<file path="src/essp_pkg.sv">
// Shared constants, types and helpers for the energy speech segmenter.
// No dependencies; imported by every module under src.
package essp_pkg;

    localparam int FRAME_MAX      = 4096;
    localparam int SAMPLES_PER_MS = 16;

    localparam int SAMPLE_W  = 16;
    localparam int SQ_W      = 2 * SAMPLE_W;
    localparam int FCOUNT_W  = 13;
    localparam int ENERGY_W  = 43;
    localparam int THR_W     = 31;
    localparam int PROD_W    = THR_W + FCOUNT_W;
    localparam int SEG_W     = 24;
    localparam int MS_W      = 20;
    localparam int HOLD_W    = 16;
    localparam int CFG_W     = 31;

    localparam int OUT_TDATA_W = 40;
    localparam int OUT_DEPTH   = 4;
    localparam int OUT_PTR_W   = $clog2(OUT_DEPTH);
    localparam int OUT_CNT_W   = $clog2(OUT_DEPTH + 1);

    localparam logic [FCOUNT_W-1:0] FCOUNT_MAX = '1;
    localparam logic [SEG_W-1:0]    SEG_MAX    = '1;
    localparam logic [MS_W-1:0]     MS_MAX     = '1;

    localparam logic [THR_W-1:0]  THR_RST  = THR_W'(107374);
    localparam logic [HOLD_W-1:0] HOLD_RST = HOLD_W'(1500);
    localparam logic [MS_W-1:0]   MIN_RST  = MS_W'(500);
    localparam logic [MS_W-1:0]   MAX_RST  = MS_W'(30000);

    typedef enum logic [2:0] {
        EV_START   = 3'd0,
        EV_APPEND  = 3'd1,
        EV_TAIL    = 3'd2,
        EV_DROP    = 3'd3,
        EV_COMMIT  = 3'd4,
        EV_DISCARD = 3'd5
    } t_event;

    typedef enum logic [1:0] {
        CFG_THR  = 2'd0,
        CFG_HOLD = 2'd1,
        CFG_MIN  = 2'd2,
        CFG_MAX  = 2'd3
    } t_cfg_idx;

    typedef struct packed {
        t_event                event_res;
        logic [FCOUNT_W-1:0]   frame_samples;
        logic [MS_W-1:0]       segment_ms;
        logic                  last_of_run;
    } t_result;

    // closed frame or tick leaving the frame pipeline
    typedef struct packed {
        logic                valid;
        logic                tick;
        logic                voiced;
        logic [FCOUNT_W-1:0] fs;
    } t_frame_info;

    // up to two results written into the output buffer in one cycle
    typedef struct packed {
        logic [1:0] n;
        t_result    r0;
        t_result    r1;
    } t_push;

    function automatic logic [MS_W-1:0] ms_of(input logic [SEG_W-1:0] seg);
        logic [SEG_W-1:0] d;
        d = seg / SEG_W'(SAMPLES_PER_MS);
        return (d > SEG_W'(MS_MAX)) ? MS_MAX : d[MS_W-1:0];
    endfunction

endpackage

</file>
<file path="src/energy_speech_segmenter.sv">
// Energy speech segmenter top level: configuration registers and stream ports.
// Depends on essp_pkg, essp_frame, essp_seg and essp_out_fifo.
//
// Takes PCM samples and millisecond ticks, one per transfer and one per clock while s_axis_tready is high.
// Each closed frame gives one result (start, append, silence tail or dropped),
// followed by a committed or discarded result when a voiced frame brings the
// segment to its maximum length; a hold-timer expiry during a segment gives
// one committed or discarded result. m_axis_tvalid rises once a result has
// passed the input, square, energy and voicing registers into the result buffer.
// The four-entry result buffer sets the rate: s_axis_tready drops, and the
// whole pipeline holds, while it holds more than two results, so inputs are
// taken every cycle as long as results are taken at least as fast as they
// are made. Configuration writes take effect on the next cycle.
module energy_speech_segmenter (
    input  logic                             i_clk,
    input  logic                             i_rst_n,
    input  logic                             s_axis_tvalid,
    output logic                             s_axis_tready,
    input  logic [essp_pkg::SAMPLE_W-1:0]    s_axis_tdata,  // [15:0] sample
    input  logic                             s_axis_tuser,  // [0] action: 1 = ms tick
    input  logic                             s_axis_tlast,  // frame_end
    output logic                             m_axis_tvalid,
    input  logic                             m_axis_tready,
    // [2:0] event_res, [15:3] frame_samples, [35:16] segment_ms, [39:36] zero
    output logic [essp_pkg::OUT_TDATA_W-1:0] m_axis_tdata,
    output logic                             m_axis_tlast,  // last_of_run
    input  logic                             i_cfg_we,
    input  essp_pkg::t_cfg_idx               i_cfg_idx,
    input  logic [essp_pkg::CFG_W-1:0]       i_cfg_data
);
    import essp_pkg::*;

    logic [THR_W-1:0]  r_thr;
    logic [HOLD_W-1:0] r_hold_ms;
    logic [MS_W-1:0]   r_min_ms;
    logic [MS_W-1:0]   r_max_ms;

    logic        adv;
    t_frame_info info;
    t_push       push;
    t_result     res;

    always_ff @(posedge i_clk) begin
        if (!i_rst_n) begin
            r_thr     <= THR_RST;
            r_hold_ms <= HOLD_RST;
            r_min_ms  <= MIN_RST;
            r_max_ms  <= MAX_RST;
        end else if (i_cfg_we) begin
            case (i_cfg_idx)
                CFG_THR:  r_thr     <= i_cfg_data[THR_W-1:0];
                CFG_HOLD: r_hold_ms <= i_cfg_data[HOLD_W-1:0];
                CFG_MIN:  r_min_ms  <= i_cfg_data[MS_W-1:0];
                CFG_MAX:  r_max_ms  <= i_cfg_data[MS_W-1:0];
                default: ;
            endcase
        end
    end

    assign s_axis_tready = adv;

    essp_frame u_frame (
        .i_clk       (i_clk),
        .i_rst_n     (i_rst_n),
        .i_adv       (adv),
        .i_valid     (s_axis_tvalid),
        .i_action    (s_axis_tuser),
        .i_sample    (s_axis_tdata),
        .i_frame_end (s_axis_tlast),
        .i_thr       (r_thr),
        .o_info      (info)
    );

    essp_seg u_seg (
        .i_clk     (i_clk),
        .i_rst_n   (i_rst_n),
        .i_adv     (adv),
        .i_info    (info),
        .i_hold_ms (r_hold_ms),
        .i_min_ms  (r_min_ms),
        .i_max_ms  (r_max_ms),
        .o_push    (push)
    );

    essp_out_fifo u_out (
        .i_clk    (i_clk),
        .i_rst_n  (i_rst_n),
        .i_push   (push),
        .i_tready (m_axis_tready),
        .o_tvalid (m_axis_tvalid),
        .o_data   (res),
        .o_room   (adv)
    );

    assign m_axis_tdata = OUT_TDATA_W'({res.segment_ms, res.frame_samples, res.event_res});
    assign m_axis_tlast = res.last_of_run;

endmodule

</file>
<file path="src/essp_frame.sv">
// Frame pipeline: input register, squaring, energy accumulation and voicing test.
// Depends on essp_pkg.
module essp_frame (
    input  logic                          i_clk,
    input  logic                          i_rst_n,
    input  logic                          i_adv,
    input  logic                          i_valid,
    input  logic                          i_action,
    input  logic [essp_pkg::SAMPLE_W-1:0] i_sample,
    input  logic                          i_frame_end,
    input  logic [essp_pkg::THR_W-1:0]    i_thr,
    output essp_pkg::t_frame_info         o_info
);
    import essp_pkg::*;

    // stage 1: input register
    logic                r1_valid;
    logic                r1_tick;
    logic [SAMPLE_W-1:0] r1_sample;
    logic                r1_last;

    // stage 2: square, frame length
    logic [FCOUNT_W-1:0] r_fcount;
    logic                r2_valid;
    logic                r2_tick;
    logic                r2_close;
    logic [SQ_W-1:0]     r2_sq;
    logic [FCOUNT_W-1:0] r2_fs;

    // stage 3: energy sum, threshold product
    logic [ENERGY_W-1:0] r_energy;
    logic                r3_valid;
    logic                r3_tick;
    logic [ENERGY_W-1:0] r3_energy;
    logic [PROD_W-1:0]   r3_prod;
    logic [FCOUNT_W-1:0] r3_fs;

    // stage 4: voicing decision
    t_frame_info         r4_info;

    logic [SAMPLE_W-1:0] mag;
    logic [SQ_W-1:0]     sq;
    logic [FCOUNT_W-1:0] n_fcount;
    logic                close;
    logic                s1_sample;
    logic                s2_sample;
    logic [ENERGY_W-1:0] e_sum;
    logic                voiced;

    assign s1_sample = r1_valid && !r1_tick;
    assign mag       = r1_sample[SAMPLE_W-1] ? SAMPLE_W'(~r1_sample + 1'b1) : r1_sample;
    assign sq        = mag * mag;
    assign n_fcount  = (r_fcount < FCOUNT_MAX) ? r_fcount + 1'b1 : r_fcount;
    assign close     = r1_last || (32'(n_fcount) >= FRAME_MAX);

    assign s2_sample = r2_valid && !r2_tick;
    assign e_sum     = r_energy + ENERGY_W'(r2_sq);
    assign voiced    = PROD_W'(r3_energy) > r3_prod;

    always_ff @(posedge i_clk) begin
        if (!i_rst_n) begin
            r1_valid <= 1'b0;
            r2_valid <= 1'b0;
            r3_valid <= 1'b0;
            r4_info  <= '0;
            r_fcount <= '0;
            r_energy <= '0;
        end else if (i_adv) begin
            r1_valid <= i_valid;
            r2_valid <= r1_valid;
            // only ticks and frame closes carry on past the energy stage
            r3_valid <= r2_valid && (r2_tick || r2_close);
            r4_info.valid  <= r3_valid;
            r4_info.tick   <= r3_tick;
            r4_info.voiced <= voiced;
            r4_info.fs     <= r3_fs;
            if (s1_sample) begin
                r_fcount <= close ? '0 : n_fcount;
            end
            if (s2_sample) begin
                r_energy <= r2_close ? '0 : e_sum;
            end
        end
    end

    always_ff @(posedge i_clk) begin
        if (i_adv) begin
            r1_tick   <= i_action;
            r1_sample <= i_sample;
            r1_last   <= i_frame_end;
            r2_tick   <= r1_tick;
            r2_close  <= close;
            r2_sq     <= sq;
            r2_fs     <= n_fcount;
            r3_tick   <= r2_tick;
            r3_energy <= e_sum;
            r3_prod   <= {{FCOUNT_W{1'b0}}, i_thr} * {{THR_W{1'b0}}, r2_fs};
            r3_fs     <= r2_fs;
        end
    end

    assign o_info = r4_info;

endmodule

</file>
<file path="src/essp_seg.sv">
// Segment tracker: hold timer, segment length and result generation.
// Depends on essp_pkg.
module essp_seg (
    input  logic                        i_clk,
    input  logic                        i_rst_n,
    input  logic                        i_adv,
    input  essp_pkg::t_frame_info       i_info,
    input  logic [essp_pkg::HOLD_W-1:0] i_hold_ms,
    input  logic [essp_pkg::MS_W-1:0]   i_min_ms,
    input  logic [essp_pkg::MS_W-1:0]   i_max_ms,
    output essp_pkg::t_push             o_push
);
    import essp_pkg::*;

    logic              r_speaking, n_speaking;
    logic [HOLD_W-1:0] r_hold, n_hold;
    logic              r_armed, n_armed;
    logic [SEG_W-1:0]  r_seg, n_seg;

    logic [SEG_W:0]    sum;
    logic [SEG_W-1:0]  seg_new;
    logic [MS_W-1:0]   ms_new;
    logic [MS_W-1:0]   ms_cur;
    logic              at_max;
    t_push             push;

    assign sum     = {1'b0, (r_speaking ? r_seg : '0)} + (SEG_W + 1)'(i_info.fs);
    assign seg_new = sum[SEG_W] ? SEG_MAX : sum[SEG_W-1:0];
    assign ms_new  = ms_of(seg_new);
    assign ms_cur  = ms_of(r_seg);
    assign at_max  = ms_new >= i_max_ms;

    always_comb begin
        n_speaking = r_speaking;
        n_hold     = r_hold;
        n_armed    = r_armed;
        n_seg      = r_seg;
        push       = '0;
        if (i_adv && i_info.valid) begin
            if (i_info.tick) begin
                if (r_armed) begin
                    if (r_hold <= HOLD_W'(1)) begin
                        n_hold  = '0;
                        n_armed = 1'b0;
                        if (r_speaking) begin
                            push.n              = 2'd1;
                            push.r0.event_res   = (ms_cur < i_min_ms) ? EV_DISCARD : EV_COMMIT;
                            push.r0.segment_ms  = ms_cur;
                            push.r0.last_of_run = 1'b1;
                            n_speaking          = 1'b0;
                            n_seg               = '0;
                        end
                    end else begin
                        n_hold = r_hold - 1'b1;
                    end
                end
            end else if (i_info.voiced) begin
                n_hold                = i_hold_ms;
                n_armed               = 1'b1;
                push.r0.event_res     = r_speaking ? EV_APPEND : EV_START;
                push.r0.frame_samples = i_info.fs;
                push.r0.segment_ms    = ms_new;
                if (at_max) begin
                    // voiced frame reached max length: segment closes at once
                    push.n              = 2'd2;
                    push.r1.event_res   = (ms_new < i_min_ms) ? EV_DISCARD : EV_COMMIT;
                    push.r1.segment_ms  = ms_new;
                    push.r1.last_of_run = 1'b1;
                    n_speaking          = 1'b0;
                    n_seg               = '0;
                end else begin
                    push.n              = 2'd1;
                    push.r0.last_of_run = 1'b1;
                    n_speaking          = 1'b1;
                    n_seg               = seg_new;
                end
            end else if (r_speaking) begin
                push.n                = 2'd1;
                push.r0.event_res     = EV_TAIL;
                push.r0.frame_samples = i_info.fs;
                push.r0.segment_ms    = ms_new;
                push.r0.last_of_run   = 1'b1;
                n_seg                 = seg_new;
            end else begin
                push.n                = 2'd1;
                push.r0.event_res     = EV_DROP;
                push.r0.frame_samples = i_info.fs;
                push.r0.last_of_run   = 1'b1;
            end
        end
    end

    always_ff @(posedge i_clk) begin
        if (!i_rst_n) begin
            r_speaking <= 1'b0;
            r_hold     <= '0;
            r_armed    <= 1'b0;
            r_seg      <= '0;
        end else begin
            r_speaking <= n_speaking;
            r_hold     <= n_hold;
            r_armed    <= n_armed;
            r_seg      <= n_seg;
        end
    end

    assign o_push = push;

endmodule

</file>
<file path="src/essp_out_fifo.sv">
// Result buffer: takes up to two results a cycle, hands out one per transfer.
// Depends on essp_pkg.
module essp_out_fifo (
    input  logic              i_clk,
    input  logic              i_rst_n,
    input  essp_pkg::t_push   i_push,
    input  logic              i_tready,
    output logic              o_tvalid,
    output essp_pkg::t_result o_data,
    output logic              o_room
);
    import essp_pkg::*;

    t_result               r_mem [OUT_DEPTH];
    logic [OUT_PTR_W-1:0]  r_wr, n_wr;
    logic [OUT_PTR_W-1:0]  r_rd, n_rd;
    logic [OUT_CNT_W-1:0]  r_cnt, n_cnt;
    logic [OUT_PTR_W-1:0]  wr_nxt;
    logic                  pop;

    assign o_tvalid = r_cnt != '0;
    assign pop      = o_tvalid && i_tready;
    assign o_data   = r_mem[r_rd];
    // room for a worst-case pair of results
    assign o_room   = r_cnt <= OUT_CNT_W'(OUT_DEPTH - 2);
    assign wr_nxt   = r_wr + OUT_PTR_W'(1);
    assign n_wr     = r_wr + OUT_PTR_W'(i_push.n);
    assign n_rd     = r_rd + OUT_PTR_W'(pop);
    assign n_cnt    = r_cnt + OUT_CNT_W'(i_push.n) - OUT_CNT_W'(pop);

    always_ff @(posedge i_clk) begin
        if (!i_rst_n) begin
            r_wr  <= '0;
            r_rd  <= '0;
            r_cnt <= '0;
        end else begin
            r_wr  <= n_wr;
            r_rd  <= n_rd;
            r_cnt <= n_cnt;
        end
    end

    always_ff @(posedge i_clk) begin
        if (i_push.n != 2'd0) begin
            r_mem[r_wr] <= i_push.r0;
        end
        if (i_push.n == 2'd2) begin
            r_mem[wr_nxt] <= i_push.r1;
        end
    end

endmodule
</file>
<file path="config.mk">
export PLATFORM = sky130hd
export DESIGN_NAME = energy_speech_segmenter
export DESIGN_NICKNAME = d
export VERILOG_FILES = /design/src/essp_pkg.sv /design/src/energy_speech_segmenter.sv /design/src/essp_frame.sv /design/src/essp_seg.sv /design/src/essp_out_fifo.sv
export SDC_FILE = /design/constraint.sdc
export NUM_CORES = 2
export LEC_CHECK = 0
export BUFFER_PORTS_ARGS = -buffer_cell sky130_fd_sc_hd__buf_4
export CAP_MARGIN = 25
export CORE_ASPECT_RATIO = 0.9
export CORE_MARGIN = 2
export CORE_UTILIZATION = 50
export DETAILED_ROUTE_END_ITERATION = 10
export PLACE_DENSITY = 0.65
export SLEW_MARGIN = 20
export SYNTH_ARGS = -nofsm -noshare
export SYNTH_HDL_FRONTEND = slang
export SYNTH_SLANG_ARGS = --single-unit
</file>
<file path="constraint.sdc">
create_clock -name i_clk -period 8.4 [get_ports i_clk]
set_input_delay 0 -clock i_clk [delete_from_list [all_inputs] [get_ports i_clk]]
set_output_delay 0 -clock i_clk [all_outputs]
set_load 0.05 [all_outputs]
</file>
* Yosys cells after proc, flatten, opt, wreduce, memory -nomap -nowiden
Memories as Yosys holds them, arrays and structs flattened. A register that Yosys moved wholly into a read port is not among the register bits.
Index checks and enable logic that the tools add are counted.
** Operators by class
- Magnitude comparators :: 10
- Reduce and logical (&&, ||, !) cells :: 24
- Add/sub/neg operators :: 10
- Multiply operators :: 2
- Div/mod/pow operators :: 0
- Shifts and indexed selects :: 0
- Bitwise logic cells :: 1
- Equal/unequal tests :: 7
- Muxes and demuxes :: 57
** Operators by type and width (number)
- $mux 24 :: 9
- $mux 21 :: 8
- $mux 16 :: 5
- $mux 20 :: 3
- $gt 43x44->1 :: 1
- $mul 31x13->44 :: 1
- $add 43x32->43 :: 1
- $mux 43 :: 1
- $mux 42 :: 1
- $gt 20x20->1 const B :: 2
- $lt 20x20->1 :: 2
- $mux 13 :: 3
- $mux 39 :: 1
- $mul 16x16->32 :: 1
- $add 24x13->25 :: 1
- $ge 20x20->1 :: 1
- $add 16x1->16 const B :: 1
- $le 16x1->1 const B :: 1
- $mux 1 :: 16
- $not 16->16 :: 1
- $sub 16x1->16 const B :: 1
- $mux 5 :: 3
- $mux 14 :: 1
- $reduce_and 2->1 :: 7
- other kinds (24) :: 39
** Word-level totals
- Latch bits :: 0
- Flip-flop bits (word level) :: 377
- Memories :: 1
- RAM bits :: 148
- ROM bits :: 0
** Memories
- u_out.r_mem :: depth 4, bits a word 37, read ports 1, clocked after memory_dff 1, write ports 2, line essp_out_fifo.sv:14 : t_result r_mem [OUT_DEPTH];

* Depth between registers and ports, before layout
- Word-level depth :: 14
- Mapped depth :: 31
- Gate-level depth less buffers :: 29

* Cells and area by module
A second synthesis with hierarchy kept.
** Unflattened totals
- Cells, all modules :: 4655
- Area total of the unflattened synthesis :: 47118.9 um^2
** By module, submodules not included
- essp_frame :: cells an instance 3143, instances 1, area an instance 30392.9 um^2, sequential area each 6456.2 um^2
- essp_out_fifo :: cells an instance 403, instances 1, area an instance 7815.0 um^2, sequential area each 4584.4 um^2
- essp_seg :: cells an instance 766, instances 1, area an instance 5459.0 um^2, sequential area each 840.8 um^2
- energy_speech_segmenter :: cells an instance 343, instances 1, area an instance 3452.1 um^2, sequential area each 1741.7 um^2

* Worst setup path after synthesis
OpenSTA, ideal clock, no wires.
- Path type :: register to register
- Start :: register u_frame.r1_sample[0]
- End :: register u_frame.r2_sq[31], data pin
- Period minus slack after synthesis :: 7.872 ns
- Setup time :: 0.258 ns
- Path slack :: 0.528 ns
- Stages on the path, launching flop included :: 29
- Data arrival time :: 7.614 ns
- Data required time :: 8.142 ns
- Cells stage by stage :: edfxtp_1 clkbuf_1 inv_1 clkbuf_1 ha_1 nand2b_1 or3_1 or4_1 o21ai_1 xor2_2 inv_2 nand2_1 inv_1 fa_1 inv_1 fa_1 fa_1 fa_1 fa_1 inv_1 fa_1 ha_1 clkbuf_1 o21a_1 a21oi_1 a2bb2oi_1 or4b_2 a21oi_1 xnor2_1
** Between the ends
- Longest elaborated chain between the ends :: 4
** RTL lines
- start: declaration :: line essp_frame.sv:19 : logic [SAMPLE_W-1:0] r1_sample;
- start signal: assignment :: line essp_frame.sv:89 : r1_sample <= i_sample;
- $not 16->16 :: line essp_frame.sv:51 : assign mag = r1_sample[SAMPLE_W-1] ? SAMPLE_W'(~r1_sample + 1'b1) : r1_sample;
- $add 16x1->16 :: line essp_frame.sv:51
- $mux 16 * :: line essp_frame.sv:51
- $mul 16x16->32 * :: line essp_frame.sv:52 : assign sq = mag * mag;
- named net u_frame.sq[31] :: line essp_frame.sv:42 : logic [SQ_W-1:0] sq;
- end signal: assignment :: line essp_frame.sv:93 : r2_sq <= sq;
- end: declaration :: line essp_frame.sv:27 : logic [SQ_W-1:0] r2_sq;
Mark *: on every way through the listed nets, which the timed path passes. The rest lies on a longest branch.
A chain may end at the register's enable or synchronous reset.

* Final worst setup path
- Start :: register u_frame.r1_sample[5]
- End :: register u_frame.r2_sq[31], data pin
The elaborated chain is that of the path after synthesis.

==> impl_metrics.toml <==
[placement]
gp_congestion = 0.948
hpwl_mm = 88.4
io_buffers = 94

[synthesis]
synth_flop_cell = "dfxtp_1"
synthArstFlopShare = 0
syn_avg_cell_area_um2 = 9.39
synth_top_cell_by_area = "fa_1"
synth_top_cell_area_share = 0.216
syn_inst = 4788
synth-seq-cells = 524
synth_cell_types = 88
seq_area_frac_synth = 0.291
ys_top_cells_by_area = "fa_1 22%, edfxtp_1 17%, dfxtp_1 12%"
syn_area_um2 = 45000
ys_warn_count = 0
synth_edf_count = 257

[clock_network]
cts_buffer_depth = 3
root_buffer = "clkbuf_16"
cts.sinks = 524
cts_htree_levels = 2
cts_tree = "yes"
numCtsBuffers = 60
clock_latency_ns = 0.68
clkTransAtPathRegs_ns = 0.06

[global_routing]
grt_max_degree = 110
grt_pass1_vias = 34700
antenna_found_initial = 1
overflow = 0
grt_pass1_wl_mm = 191
grt_usage = 0.258

[critical_path]
cp.arrival_ns = 8.37
cp-end-kind = "flip-flop"
max_stage_delay_ns = 0.60
cp_slowest_cell = "or4b_2"
critPathKind = "reg2reg"
crit_fanout = 6
cp-start-kind = "flip-flop"
crit_path_frequent_cell = "fa_1"
regToRegSetupSlack_ns = 0.40
crit_family = "adder cells"
cp_num_buf_inv = 4
cp.required_ns = 8.77

[drt]
drtIter0Drc = 2714
drt_wl_total_mm = 117
first_pass_iters = 6
avgRoutedWirePerCell_um = 19.2
ant_nets = 0
vias_per_cell = 5.66
route.detailed.drc = 0
vias = 34500

[timing]
period_share = 0.952
min_period_ns = 8.00
rsz0062_at_grt = "false"
max_slew.worst_pin.slew_ns = 1.08
slew_violations = 0
finalSetupViolCount = 0
final-hold-violation-count = 0
relSlewSlack = 0.280
max_freq_ghz = 0.125
tns_ns = 0
fin_skew_ns = 0.0658

[die]
core_area_um2 = 89300
io_pins = 99
die_h_um = 288
die_x_um = 320
start_util = 0.504
die-area_um2 = 92300
rows = 104

[final_layout]
finalNetCount = 5768
diodes = 0
drive_gt1_frac = 0.0778
final_cell_mix = "725 x nand2_1, 636 x inv_1, 485 x fa_1, 340 x ha_1, 270 x a21oi_1"
fin_util = 0.561
syn_to_final_growth_pct = 11.3
layout_commonest_cell = "nand2_1"

[job]
maxCapViolations = 0

[hold_path]
worstHoldPathType = "in2reg"

[outcome]
status = "finished, final reports clean"
[final timing paths]
path                                      startpoint           endpoint  cells after the start
worst max-delay path            u_frame.r1_sample[5]  u_frame.r2_sq[31]                     25
worst max register to register  u_frame.r1_sample[5]  u_frame.r2_sq[31]                     25
worst min register to register        u_seg.r_seg[2]     u_seg.r_seg[2]                      2
worst min-delay path                    s_axis_tuser    u_frame.r1_tick                      2
[repair_timing]
action                                 CTS  global route
setup buffers                            0             4
setup endpoints to repair                0             4
gates resized for setup                  0             2
endpoints found under the hold margin  117             0
hold buffers                            82             0
[sequential cells by signal (all words and copies together), names as in the netlist, 2 cells and up]
signal,flops
r_hold_ms,16
r_max_ms,20
r_min_ms,20
r_thr,31
u_frame.o_info,16
u_frame.r1_sample,16
u_frame.r2_fs,13
u_frame.r2_sq,31
u_frame.r3_energy,43
u_frame.r3_fs,13
u_frame.r3_prod,44
u_frame.r_energy,43
u_frame.r_fcount,13
u_out.r_cnt,3
u_out.r_mem,148
u_out.r_rd,2
u_out.r_wr,2
u_seg.r_hold,16
u_seg.r_seg,24
[cells in the mapped netlist (12+ instances only)]
cell / count
nand2_1: 726
inv_1: 637
fa_1: 485
ha_1: 340
a21oi_1: 270
dfxtp_1: 267
nor2_1: 262
edfxtp_1: 257
clkbuf_1: 227
and2_1: 179
o21ai_0: 128
xnor2_1: 91
nand3_1: 84
o22ai_1: 84
a21o_1: 80
xor2_1: 56
nor3_1: 43
a211oi_1: 42
nand4_1: 39
o211ai_1: 38
mux4_2: 37
a22oi_1: 30
o2bb2ai_1: 29
a31oi_1: 24
or3_1: 24
o21a_1: 22
and3_1: 20
nand2b_1: 19
o31ai_1: 16
buf_2: 14
o21bai_1: 14
a22o_1: 13
nor4_1: 13
nor2b_1: 12
[area by class of cell]
class	count	area, µm²
clock buffers	88	1790
clock inverters	25	324
fillers	7899	39200
inverters	646	2430
multi-input cells	3379	28600
flip-flops and latches	524	13100
well taps	1166	1460
repair buffers	276	2370
[cells by family (layout without fill, tap and decap cells)]
| logic type | count (synthesis) | after routing | share of synthesized area |
|---|---|---|---|
| other | 2 | 16 | 0.000167 |
| DFF | 524 | 524 | 0.291 |
| muxes | 45 | 45 | 0.0203 |
| AOI/OAI and AO/OA | 869 | 869 | 0.124 |
| adders and majority gates | 825 | 825 | 0.311 |
| buffers and inverters | 899 | 1035 | 0.0759 |
| and+or+nand+nor | 1474 | 1474 | 0.149 |
| xor gates and xnor gates | 150 | 150 | 0.0297 |
[stage by stage]
stage	worst slack [ns]	instances	cell area, µm²	hold slack (ns)
3_5_place_dp	0.289	5901	47000	0.179
4_1_cts	0.267	6096	50000	0.0569
3_3_place_gp	0.386	5901	47000	0.178
6_report	0.402	6104	50100	0.0956
2_1_floorplan	0.528	4802	45000	0.0989
5_1_grt	0.0343	6104	50100	0.0753
[per-layer routing]
layer | up-vias | routed length [µm] | global-route usage
li1 | 16100 | - | -
met1 | 17100 | 52700 | 0.369
met2 | 1085 | 54700 | 0.423
met3 | 152 | 7100 | 0.0304
met4 | 2 | 2530 | 0.0600
met5 | - | 13 | 0
Power is left out: the tool's default activity adds up to more than one toggle a clock period on the data nets, which glitch-free logic cannot reach.
